--- config.mk ---
export PLATFORM = sky130hd
export DESIGN_NAME = otb_ctrl
export DESIGN_NICKNAME = d
export VERILOG_FILES = /design/src/sv/otb_pkg.sv /design/src/sv/otb_ctrl.sv
export SDC_FILE = /design/constraint.sdc
export NUM_CORES = 1
export LEC_CHECK = 0
export BUFFER_PORTS_ARGS = -buffer_cell sky130_fd_sc_hd__buf_2
export CORE_MARGIN = 1
export CORE_UTILIZATION = 40
export CTS_BUF_LIST = sky130_fd_sc_hd__clkbuf_16
export CTS_CLUSTER_SIZE = 14
export DETAILED_ROUTE_END_ITERATION = 12
export PLACE_DENSITY = 0.71
export SLEW_MARGIN = 20
export SYNTH_ARGS = -nofsm -noshare
export SYNTH_HDL_FRONTEND = slang
export SYNTH_SLANG_ARGS = --single-unit
--- constraint.sdc ---
create_clock -name clk -period 2.76 [get_ports clk]
set_input_delay 0.138 -clock clk [delete_from_list [all_inputs] [get_ports clk]]
set_output_delay 0.138 -clock clk [all_outputs]
set_load 0.02 [all_outputs]
--- src/sv/otb_pkg.sv ---
`default_nettype none

package otb_pkg;

    // frame geometry and derived widths
    localparam int FRAME_WIDTH  = 188;
    localparam int FRAME_HEIGHT = 120;
    localparam int PIXEL_CAP    = FRAME_WIDTH * FRAME_HEIGHT;
    localparam int PIX_W        = 8;
    localparam int BINS         = 256;
    localparam int PIX_MAX      = 255;
    localparam int CNT_W        = $clog2(PIXEL_CAP + 1);
    localparam int GRAY_W       = $clog2(PIXEL_CAP * PIX_MAX + 1);
    localparam int P_W          = GRAY_W + CNT_W;
    localparam int DEN_W        = 2 * CNT_W;
    localparam int SQ_W         = 2 * P_W;
    localparam int MA_W         = SQ_W + DEN_W;
    localparam int MB_W         = P_W;
    localparam int DIGIT_W      = 4;

    // request codes
    localparam logic OP_ACCUMULATE  = 1'b0;
    localparam logic OP_BINARIZE    = 1'b1;
    localparam logic KIND_PIXEL     = 1'b0;
    localparam logic KIND_THRESHOLD = 1'b1;

    typedef enum logic [4:0] {
        ST_CLEAR,
        ST_IDLE,
        ST_ACC_READ,
        ST_ACC_WRITE,
        ST_SCAN_READ,
        ST_SCAN_LOAD,
        ST_SCAN_EVAL,
        ST_MUL_P,
        ST_MUL_Q,
        ST_MUL_D,
        ST_MUL_M2,
        ST_DECIDE,
        ST_MUL_L,
        ST_MUL_R,
        ST_NEXT,
        ST_FINISH,
        ST_EMIT
    } state_t;

    typedef enum logic [2:0] {
        MUL_P,
        MUL_Q,
        MUL_D,
        MUL_M2,
        MUL_L,
        MUL_R
    } mul_sel_t;

    typedef struct packed {
        logic     acc_latch;
        logic     rd_scan;
        logic     wr_zero;
        logic     wr_inc;
        logic     tot_upd;
        logic     search_init;
        logic     scan_acc;
        logic     t_inc;
        logic     mul_load;
        mul_sel_t mul_load_sel;
        logic     mul_cap;
        mul_sel_t mul_cap_sel;
        logic     best_upd;
        logic     finish;
        logic     out_bin;
        logic     out_thr;
    } cmd_t;

    typedef struct packed {
        logic out_free;
        logic cap_full;
        logic last_flag;
        logic mul_done;
        logic wb_zero;
        logic wb_full;
        logic best_zero;
        logic mag_zero;
        logic lhs_gt;
        logic t_last;
    } status_t;

endpackage

`default_nettype wire

--- src/sv/otb_ctrl.sv ---
`default_nettype none

module otb_ctrl
    import otb_pkg::*;
(
    input  wire     clk,
    input  wire     rst_n,
    input  wire     in_valid,
    input  wire     operation,
    input  wire     last,
    input  status_t status,
    output logic    in_stall,
    output cmd_t    cmd
);

    state_t state_reg, state_next;

    always_ff @(posedge clk or negedge rst_n)
    begin
        if (!rst_n)
        begin
            state_reg <= ST_CLEAR;
        end
        else
        begin
            state_reg <= state_next;
        end
    end

    always_comb
    begin
        cmd        = '0;
        state_next = state_reg;
        in_stall   = 1'b1;
        unique case (state_reg)
            // sweep the histogram to zero after reset
            ST_CLEAR:
            begin
                cmd.wr_zero = 1'b1;
                cmd.t_inc   = 1'b1;
                if (status.t_last)
                begin
                    state_next = ST_IDLE;
                end
            end
            // take a request when the output side has room
            ST_IDLE:
            begin
                in_stall = !status.out_free;
                if (in_valid && status.out_free)
                begin
                    if (operation == OP_BINARIZE)
                    begin
                        cmd.out_bin = 1'b1;
                    end
                    else if (status.cap_full)
                    begin
                        if (last)
                        begin
                            cmd.search_init = 1'b1;
                            state_next      = ST_SCAN_READ;
                        end
                    end
                    else
                    begin
                        cmd.acc_latch = 1'b1;
                        state_next    = ST_ACC_READ;
                    end
                end
            end
            ST_ACC_READ:
            begin
                state_next = ST_ACC_WRITE;
            end
            // bump the bin and the totals
            ST_ACC_WRITE:
            begin
                cmd.wr_inc  = 1'b1;
                cmd.tot_upd = 1'b1;
                if (status.last_flag)
                begin
                    cmd.search_init = 1'b1;
                    state_next      = ST_SCAN_READ;
                end
                else
                begin
                    state_next = ST_IDLE;
                end
            end
            ST_SCAN_READ:
            begin
                cmd.rd_scan = 1'b1;
                state_next  = ST_SCAN_LOAD;
            end
            // fold the bin into the background and clear it
            ST_SCAN_LOAD:
            begin
                cmd.scan_acc = 1'b1;
                cmd.wr_zero  = 1'b1;
                state_next   = ST_SCAN_EVAL;
            end
            ST_SCAN_EVAL:
            begin
                if (status.wb_zero)
                begin
                    state_next = ST_NEXT;
                end
                else if (status.wb_full)
                begin
                    state_next = ST_FINISH;
                end
                else
                begin
                    cmd.mul_load     = 1'b1;
                    cmd.mul_load_sel = MUL_P;
                    state_next       = ST_MUL_P;
                end
            end
            ST_MUL_P:
            begin
                if (status.mul_done)
                begin
                    cmd.mul_cap      = 1'b1;
                    cmd.mul_cap_sel  = MUL_P;
                    cmd.mul_load     = 1'b1;
                    cmd.mul_load_sel = MUL_Q;
                    state_next       = ST_MUL_Q;
                end
            end
            ST_MUL_Q:
            begin
                if (status.mul_done)
                begin
                    cmd.mul_cap      = 1'b1;
                    cmd.mul_cap_sel  = MUL_Q;
                    cmd.mul_load     = 1'b1;
                    cmd.mul_load_sel = MUL_D;
                    state_next       = ST_MUL_D;
                end
            end
            ST_MUL_D:
            begin
                if (status.mul_done)
                begin
                    cmd.mul_cap      = 1'b1;
                    cmd.mul_cap_sel  = MUL_D;
                    cmd.mul_load     = 1'b1;
                    cmd.mul_load_sel = MUL_M2;
                    state_next       = ST_MUL_M2;
                end
            end
            ST_MUL_M2:
            begin
                if (status.mul_done)
                begin
                    cmd.mul_cap     = 1'b1;
                    cmd.mul_cap_sel = MUL_M2;
                    state_next      = ST_DECIDE;
                end
            end
            // first nonzero variance wins outright, else cross-multiply
            ST_DECIDE:
            begin
                if (status.best_zero)
                begin
                    cmd.best_upd = !status.mag_zero;
                    state_next   = ST_NEXT;
                end
                else
                begin
                    cmd.mul_load     = 1'b1;
                    cmd.mul_load_sel = MUL_L;
                    state_next       = ST_MUL_L;
                end
            end
            ST_MUL_L:
            begin
                if (status.mul_done)
                begin
                    cmd.mul_cap      = 1'b1;
                    cmd.mul_cap_sel  = MUL_L;
                    cmd.mul_load     = 1'b1;
                    cmd.mul_load_sel = MUL_R;
                    state_next       = ST_MUL_R;
                end
            end
            ST_MUL_R:
            begin
                if (status.mul_done)
                begin
                    cmd.best_upd = status.lhs_gt;
                    state_next   = ST_NEXT;
                end
            end
            ST_NEXT:
            begin
                if (status.t_last)
                begin
                    state_next = ST_FINISH;
                end
                else
                begin
                    cmd.t_inc  = 1'b1;
                    state_next = ST_SCAN_READ;
                end
            end
            ST_FINISH:
            begin
                cmd.finish = 1'b1;
                state_next = ST_EMIT;
            end
            // hold until the output register is free
            ST_EMIT:
            begin
                if (status.out_free)
                begin
                    cmd.out_thr = 1'b1;
                    state_next  = ST_IDLE;
                end
            end
            default:
            begin
                state_next = ST_IDLE;
            end
        endcase
    end

endmodule

`default_nettype wire

==> metrics.log, run 1 <==
INFO  metric startpoint_type = register
INFO  metric relSlewSlack = 62.4%
INFO  metric final_layout_size_suffix_gt1_share = 35.8%
INFO  metric final.min_clock_period = 2.02 ns
INFO  metric grt.overflow.total = 0
INFO  metric antenna_found_initial = 0
INFO  metric number_of_warning_messages_in_the_yosys_log = 0
INFO  metric buffer_ports.inserted = 35
INFO  metric design.die.area = 0.00201 mm²
INFO  metric cap_viol_max_count = 0
INFO  metric power.clock.fraction = 19.9%
INFO  metric final.setup.tns = 0 ns
INFO  metric drt.antenna.violating_nets = 0
INFO  metric p_sw_share = 48.1%
INFO  metric switching_component_of_the_power = 571 µW
INFO  metric tightest_slew = 0.564 ns
INFO  metric intPower = just over 600 µW
INFO  metric largest_register_ff_count = 5
INFO  metric groute.usage.overall = 23.3%
INFO  metric globalplace.congestion = about 0.82
INFO  metric finish.cell_count_without_fillers = 159
INFO  metric clock.fmax = slightly below 0.5 GHz
INFO  metric first_pass_iters = 4
INFO  metric first_pass_grt_wire_length = 3.33 mm
INFO  metric antenna-diode-count = 0
INFO  metric cts_max_path_buffers = 2
INFO  metric final_area = 988 µm²
INFO  metric post_cts_resized = 0
INFO  metric initial_util = 42.5%
INFO  metric setup_violations = 0
INFO  metric yosys.area.top_type = sky130_fd_sc_hd__dfrtp_1
INFO  metric total_number_of_vias = 883
INFO  metric ir_drop = 0.795 mV
INFO  metric postPlaceCellArea = between 800 and 900 µm²
INFO  metric route.final.wire_length = 2.14 mm
INFO  metric route.detailed.drc = 0
INFO  metric flow.area_growth_from_synthesis = 34.8%
INFO  metric leakage = 0.500 nW
INFO  metric synth_top_cell_area_share = ~17%
INFO  metric grt_pass1_vias = 749
INFO  metric layout_setup_ws = 0.739 ns
INFO  metric numCtsBuffers = 3
INFO  metric power.share.sequential = roughly a fifth
INFO  metric placed_cells_incl_taps = about 150
INFO  metric period_share = approximately three quarters
INFO  metric layout.core_utilization = between 50 and 60%
INFO  metric crit_type = register to output pin
INFO  metric cts_num_sinks = 5
INFO  metric dp.final_hpwl = 1.61 mm
INFO  metric die-width = 44.8 µm
INFO  metric hold_viol_final = 0
INFO  metric drt-vias-per-instance = 5.55
INFO  metric hold_path_class = input pin to asynchronous set/reset pin
INFO  metric grt_setup_unrepaired = false
INFO  metric syn-num-nets = 116
INFO  metric ctsRootBufferMaster = sky130_fd_sc_hd__clkbuf_16
INFO  metric post_cts.repair.setup_buffers = 0
INFO  metric dieHeight = between 40 and 50 µm
INFO  metric hold-worst-slack = 0.288 ns
INFO  metric ios = 36
INFO  metric core-area = approximately 0.0017 mm²
INFO  metric netlist_area = 733 µm²
INFO  metric rows = 15
INFO  metric nets = 150
INFO  metric cts_tree = done
INFO  metric initial_detailed_routing_violation_count = 33
INFO  metric slew_violations = 0
INFO  metric cts-hold-fix-buffers = 1
INFO  metric power-per-cell-area = between 1000 and 1500 mW/mm²
INFO  metric required = around 2.6 ns
INFO  metric grt_start_max_net_pins = 21
INFO  metric syn-mean-instance-area = 7.26 µm²
INFO  metric route.detailed.wl_per_inst = 13.4 µm
INFO  metric share_comb_of_total_power = 60.0%
INFO  metric synth_cells = 101
INFO  metric count_of_state_elements_after_synthesis = 5
INFO  metric yosys.cell_types.count = 42
INFO  metric ys_seq_area_share = 17.1%
INFO  metric crit_arrival = 1.88 ns
INFO  metric final_setup_skew = ~0.0032 ns
INFO  metric clkLatencyLatePin = 0.23 ns
INFO  metric synth_area_leaders = sky130_fd_sc_hd__dfrtp_1 (17%), sky130_fd_sc_hd__mux2_4 (6.1%), sky130_fd_sc_hd__nand2_1 (5.6%)
INFO  metric n_fill_cell = 170
INFO  metric h-tree-depth = 1
INFO  metric tot_pwr = 1.19 mW
INFO  metric clock_pin_slew_on_the_worst_setup_and_hold_paths = 0.04 ns
INFO  metric run_status = completed
INFO  metric timing.critical_path.to_type = output pin
INFO  metric pre_cts_slack = 0.843 ns
INFO  metric worst_path_maximum_fanout = 15
[cells in the mapped netlist]
library cell and count:
sky130_fd_sc_hd__a211o_1 1, sky130_fd_sc_hd__a211oi_1 1, sky130_fd_sc_hd__a21oi_1 5, sky130_fd_sc_hd__a2bb2oi_1 1, sky130_fd_sc_hd__a31oi_1 2, sky130_fd_sc_hd__and2_1 2, sky130_fd_sc_hd__and2b_1 1, sky130_fd_sc_hd__and3b_1 1
sky130_fd_sc_hd__and4b_1 1, sky130_fd_sc_hd__buf_2 5, sky130_fd_sc_hd__buf_4 2, sky130_fd_sc_hd__dfrtp_1 5, sky130_fd_sc_hd__inv_1 4, sky130_fd_sc_hd__mux2_4 3, sky130_fd_sc_hd__mux2i_1 1, sky130_fd_sc_hd__nand2_1 11
sky130_fd_sc_hd__nand2_2 1, sky130_fd_sc_hd__nand2b_1 4, sky130_fd_sc_hd__nand2b_2 1, sky130_fd_sc_hd__nand3_1 4, sky130_fd_sc_hd__nand3_2 1, sky130_fd_sc_hd__nand4_1 1, sky130_fd_sc_hd__nand4b_1 1, sky130_fd_sc_hd__nor2_1 11
sky130_fd_sc_hd__nor2_2 1, sky130_fd_sc_hd__nor2b_1 3, sky130_fd_sc_hd__nor3_1 3, sky130_fd_sc_hd__nor3_2 1, sky130_fd_sc_hd__nor3b_1 2, sky130_fd_sc_hd__nor4_1 2, sky130_fd_sc_hd__nor4_2 1, sky130_fd_sc_hd__o211a_1 1
sky130_fd_sc_hd__o211ai_1 2, sky130_fd_sc_hd__o21ai_0 4, sky130_fd_sc_hd__o21ai_1 2, sky130_fd_sc_hd__o21bai_1 1, sky130_fd_sc_hd__o22a_1 1, sky130_fd_sc_hd__o22ai_1 3, sky130_fd_sc_hd__o311ai_4 1, sky130_fd_sc_hd__o31ai_1 1
sky130_fd_sc_hd__o41ai_1 1, sky130_fd_sc_hd__or2_1 1
[cell usage in the layout, fill, tap and decap left out, types with 2 or more instances in the layout]
| cell type | count |
|---|---|
| sky130_fd_sc_hd__o21ai_1 | 2 |
| sky130_fd_sc_hd__a21oi_1 | 5 |
| sky130_fd_sc_hd__nand3_1 | 4 |
| sky130_fd_sc_hd__nand2_1 | 11 |
| sky130_fd_sc_hd__and2_1 | 2 |
| sky130_fd_sc_hd__o211ai_1 | 2 |
| sky130_fd_sc_hd__o21ai_0 | 4 |
| sky130_fd_sc_hd__nor3b_1 | 2 |
| sky130_fd_sc_hd__nor4_1 | 2 |
| sky130_fd_sc_hd__clkbuf_16 | 3 |
| sky130_fd_sc_hd__dfrtp_1 | 5 |
| sky130_fd_sc_hd__nor2b_1 | 3 |
| sky130_fd_sc_hd__inv_1 | 5 |
| sky130_fd_sc_hd__nor3_1 | 3 |
| sky130_fd_sc_hd__o22ai_1 | 3 |
| sky130_fd_sc_hd__nand2b_1 | 4 |
| sky130_fd_sc_hd__nor2_1 | 11 |
| sky130_fd_sc_hd__a31oi_1 | 2 |
| sky130_fd_sc_hd__mux2_4 | 3 |
| sky130_fd_sc_hd__buf_2 | 35 |
[power by group through the flow]
stage          registers, mW  clock network [mW]  logic [mW]
6_report               0.240               0.236       0.713
2_1_floorplan          0.144                   0       0.649
3_3_place_gp           0.233                   0       0.696
3_5_place_dp           0.236                   0       0.711
4_1_cts                0.236               0.238       0.714
5_1_grt                0.249               0.247       0.776
[routing by layer]
layer	vias to the layer above	track usage [%]	wire length, µm
met4	0	12.7	93
met2	46	36.8	1040
met1	390	29.4	874
met3	10	5.60	126
met5	-	0	0
li1	437	-	-
[area by class of cell]
| cell class | count | area, µm² | area share, % |
|---|---|---|---|
| clock buffers | 3 | 75.1 | 7.59 |
| clock inverters | 1 | 3.75 | 0.380 |
| well taps | 25 | 31.3 | 3.16 |
| repair buffers | 36 | 185 | 18.7 |
| inverters | 4 | 15.0 | 1.52 |
| multi-input cells | 85 | 553 | 55.9 |
| flip-flops and latches | 5 | 125 | 12.7 |
[cells by family after synthesis]
kind of cell | Yosys count | synth area share [%]
and+or+nand+nor | 54 | 41.3
AOI/OAI and AO/OA | 27 | 26.6
buffers and inverters | 11 | 7.51
DFF | 5 | 17.1
muxes | 4 | 7.51
[worst paths after layout]
kind	slack, ns	endpoint	from	cells after the start
min reg2reg	0.79	state_reg[1]	state_reg[1]	2
min in group clk	0.30	state_reg[1]	status[6]	4
min	0.29	state_reg[2]	rst_n	2
max	0.74	cmd[11]	state_reg[4]	6
max reg2reg	0.83	state_reg[0]	state_reg[0]	5
max in group asynchronous	2.33	state_reg[0]	rst_n	2
[worst max-delay path, stage by stage, from the launching register on]
cell,delay [ns]
sky130_fd_sc_hd__dfrtp_1,0.68
sky130_fd_sc_hd__nor2b_1,0.14
sky130_fd_sc_hd__nor3b_1,0.18
sky130_fd_sc_hd__nand2_1,0.13
sky130_fd_sc_hd__o21ai_1,0.09
sky130_fd_sc_hd__a211o_1,0.27
sky130_fd_sc_hd__buf_2,0.16
Power figures use the tool's default switching activity.
==> run 2: changes to the inputs <==
- ABC_AREA: unset -> 1
- PLACE_DENSITY: 0.71 -> 0.7
- clock period: 2.76 -> 2.1 ns (I/O delays scaled with it)
==> run 2 against run 1 <==
  * Flip-flop and latch count did not move
  * Sequential power shrank 11%
  * Sequential share of layout area fell by 0.95 points
  * Clock power up 30%
  * Area after synthesis rose by 7.0%
  * Die area up 6.7%
  * Wire length up 9.6%
  * Clock skew fell by 0.0016 ns
  * Core utilization up 2.7 points
  * Clock-buffer cell count did not move
  * Combinational power is 40% higher
==> metrics.log, run 2 <==
INFO  metric power-per-cell-area = 1420 mW/mm² (+18%)
INFO  metric setup_violations = 0 (unchanged)
INFO  metric required = 2.00 ns (-0.62 ns)
INFO  metric synth-main-ff-cell = sky130_fd_sc_hd__dfrtp_1
INFO  metric worstSetupEndpoint = cmd[11]
INFO  metric timing.critical_path.to_type = output pin
INFO  metric syn-mean-instance-area = 5.49 µm² (-24%)
INFO  metric buffer_ports.inserted = 35 (unchanged)
INFO  metric async_reset_ff_share = 100% (unchanged)
INFO  metric grt_setup_unrepaired = false
INFO  metric hold_viol_final = 0 (unchanged)
INFO  metric route.detailed.wl_per_inst = 11.3 µm (-16%)
INFO  metric cts_num_sinks = 5 (unchanged)
INFO  metric nets = 198 (+32%)
INFO  metric worst_path_maximum_fanout = 8 (-7)
INFO  metric globalplace.congestion = 0.982 (+20%)
INFO  metric r2r.worst_path.cells = 8 (+3)
INFO  metric antenna_found_initial = 0 (unchanged)
INFO  metric leakage = 0.655 nW (+31%)
INFO  metric finish.cell_count_without_fillers = 207 (+30%)
INFO  metric ios = 36 (unchanged)
INFO  metric cts_max_path_buffers = 2 (unchanged)
INFO  metric dieHeight = 46.3 µm (+3.3%)
INFO  metric post_cts_resized = 0 (unchanged)
INFO  metric post_cts.repair.setup_buffers = 0 (unchanged)
INFO  metric design.die.area = 0.00214 mm² (+6.7%)
INFO  metric netlist_area = 785 µm² (+7.0%)
INFO  metric synth_cells = 143 (+42%)
INFO  metric layout.core_utilization = 59.9% (+2.7 points)
INFO  metric cap_viol_max_count = 0 (unchanged)
INFO  metric startpoint_type = register
INFO  metric synth_top_cell_area_share = 20.6% (+3.5 points)
INFO  metric top_library_cells_by_usage_in_the_layout_fill_and_taps_aside = sky130_fd_sc_hd__nand2_1 (43), sky130_fd_sc_hd__buf_2 (35), sky130_fd_sc_hd__inv_1 (20), sky130_fd_sc_hd__nor2_1 (19), sky130_fd_sc_hd__nand3_1 (16)
INFO  metric tightest_slew = 0.342 ns (-0.223 ns)
INFO  metric period_share = 91.2%
INFO  metric numCtsBuffers = 3 (unchanged)
INFO  metric drt.antenna.violating_nets = 0 (unchanged)
INFO  metric route.detailed.drc = 0 (unchanged)
INFO  metric dp.final_hpwl = 1.90 mm (+18%)
INFO  metric grt.overflow.total = 0 (unchanged)
INFO  metric final.min_clock_period = 1.91 ns
INFO  metric synth_edf_count = 0 (unchanged)
INFO  metric initial_detailed_routing_violation_count = 34 (+3.0%)
INFO  metric total_number_of_vias = 1,071 (+21%)
INFO  metric n_fill_cell = 181 (+6.5%)
INFO  metric crit-reg2reg-launch = state_reg[2]
INFO  metric core-area = 0.00178 mm² (+3.3%)
INFO  metric reg2reg_slack = 0.47 ns (-0.36 ns)
INFO  metric initial_util = 44.0% (+1.5 points)
INFO  metric first_pass_iters = 5 (+1)
INFO  metric groute.usage.overall = 25.0% (+1.7 points)
INFO  metric yosys.cell_types.count = 25 (-40%)
INFO  metric placed_cells_incl_taps = 202 (+31%)
INFO  metric final_setup_skew = 0.00157 ns (-0.00162 ns)
INFO  metric run_status = completed
INFO  metric synthMostInstantiatedCell = sky130_fd_sc_hd__nand2_1
INFO  metric critical-path-top-cell-by-count = sky130_fd_sc_hd__inv_1
INFO  metric yosys.area.top_type = sky130_fd_sc_hd__nand2_1
INFO  metric final_area = 0.00107 mm² (+8.1%)
INFO  metric postPlaceCellArea = 980 µm² (+8.9%)
INFO  metric crit_path_cell_trace = inv_1, nand2_2, inv_1, nand3_1, o21ai_1, nor2_1, o211ai_1, buf_2
INFO  metric cts-hold-fix-buffers = 1 (unchanged)
INFO  metric clkLatencyLatePin = 0.23 ns (about the same)
INFO  metric relSlewSlack = 77.2% (+15 points)
INFO  metric tot_pwr = 1.52 mW (+28%)
INFO  metric first_pass_grt_wire_length = 3.80 mm (+14%)
INFO  metric final_layout_size_suffix_gt1_share = 30.8% (-5.1 points)
INFO  metric layout.cells.most_common = sky130_fd_sc_hd__nand2_1
INFO  metric h-tree-depth = 1 (unchanged)
INFO  metric final.setup.tns = 0 ns (unchanged)
INFO  metric slew_violations = 0 (unchanged)
INFO  metric clock_pin_slew_on_the_worst_setup_and_hold_paths = 0.03 ns (about the same)
INFO  metric flow.area_growth_from_synthesis = 36.2%
INFO  metric rows = 15 (unchanged)
INFO  metric synth_area_leaders = sky130_fd_sc_hd__nand2_1 (21%), sky130_fd_sc_hd__dfrtp_1 (16%), sky130_fd_sc_hd__nand3_1 (10%)
INFO  metric largest_register_ff_count = 5 (unchanged)
INFO  metric crit_type = register to output pin
INFO  metric count_of_state_elements_after_synthesis = 5 (unchanged)
INFO  metric grt_start_max_net_pins = 9 (-57%)
INFO  metric die-width = 46.3 µm (+3.3%)
INFO  metric ir_drop = 0.853 mV (+7.3%)
INFO  metric clock.fmax = 0.522 GHz
INFO  metric ctsRootBufferMaster = sky130_fd_sc_hd__clkbuf_16
INFO  metric synth_common_cells = sky130_fd_sc_hd__nand2_1 (43), sky130_fd_sc_hd__inv_1 (19), sky130_fd_sc_hd__nor2_1 (19), sky130_fd_sc_hd__nand3_1 (16), sky130_fd_sc_hd__o21ai_0 (6)
INFO  metric cts_tree = done
INFO  metric syn-num-nets = 158 (+36%)
INFO  metric setup.worst_path.start = state_reg[4]
INFO  metric route.final.wire_length = 2.34 mm (+9.6%)
INFO  metric regToRegEndpoint = state_reg[3]
INFO  metric drt-vias-per-instance = 5.17 (-6.8%)
INFO  metric max_stage_delay = 0.48 ns (-0.20 ns)
INFO  metric antenna-diode-count = 0 (unchanged)
INFO  metric ys_seq_area_share = 15.9% (-1.1 points)
INFO  metric number_of_warning_messages_in_the_yosys_log = 0 (unchanged)
INFO  metric crit_arrival = 1.81 ns (-0.07 ns)
INFO  metric hold_path_class = input pin to asynchronous set/reset pin
INFO  metric grt_pass1_vias = 924 (+23%)
INFO  metric cp_slowest_cell = sky130_fd_sc_hd__dfrtp_1
[run 2: cell count changes in the layout (fill, tap and decap cells not counted), sizes merged, moves of 5 or more]
cell | before | now
nand2 | 12 | 48
nor2 | 12 | 25
nand2b | 5 | 0
nand3 | 5 | 17
inv | 5 | 24
[run 2: cell type report]
class / count / area [µm²] / area share, %
Multi-Input combinational cell: 112 / 551 / 51.5
Timing Repair Buffer: 37 / 193 / 18.0
Sequential cell: 5 / 125 / 11.7
Inverter: 24 / 90.1 / 8.43
Clock buffer: 3 / 75.1 / 7.03
Tap cell: 25 / 31.3 / 2.93
Clock inverter: 1 / 3.75 / 0.351
[run 2: how the worst min path moves through the flow]
stage                from            to  slack (ns)  cells past startpoint
finish              rst_n  state_reg[4]        0.23                      2
global route        rst_n  state_reg[2]        0.24                      2
CTS                 rst_n  state_reg[4]        0.23                      2
detailed placement  rst_n  state_reg[0]       -0.08                      1
global placement    rst_n  state_reg[0]       -0.08                      1
floorplan           rst_n  state_reg[0]       -0.19                      0
[run 2: kinds of logic (layout without fill, tap and decap cells)]
group,count (synthesis),in the layout,synth area share [%]
AO/OA/AOI/OAI,13,13,9.73
buffers and inverters,26,65,13.9
AND/OR/NAND/NOR,99,99,60.4
flip-flops,5,5,15.9
[run 2: stage by stage]
stage                     hold WS [ns]  setup WS [ns]
after floorplan                 -0.191          0.432
after CTS                        0.225          0.184
after global placement         -0.0785          0.440
after detailed placement       -0.0777          0.419
final                            0.232          0.185
after global routing             0.240         0.0223
[run 2: power breakdown]
part,switching (mW),total [mW],internal [mW]
Clock,0.0599,0.306,0.246
Sequential,0.0776,0.214,0.136
Combinational,0.674,0.997,0.323
Total,0.811,1.52,0.706
[run 2: metal layers]
metal / vias up / wire length (µm) / GRT usage (%)
met2: 63 / 1110 / 42.0
met1: 467 / 988 / 30.7
met4: 0 / 51 / 11.8
li1: 534 / - / -
met3: 7 / 186 / 4.31
met5: - / 0 / 0
[run 2: worst max-delay path, delay by kind of cell (launching register included)]
| kind | cells | cell delay (ns) |
|---|---|---|
| compound gates | 2 | 0.20 |
| buf+inv | 3 | 0.57 |
| flops | 1 | 0.48 |
| simple gates | 3 | 0.32 |
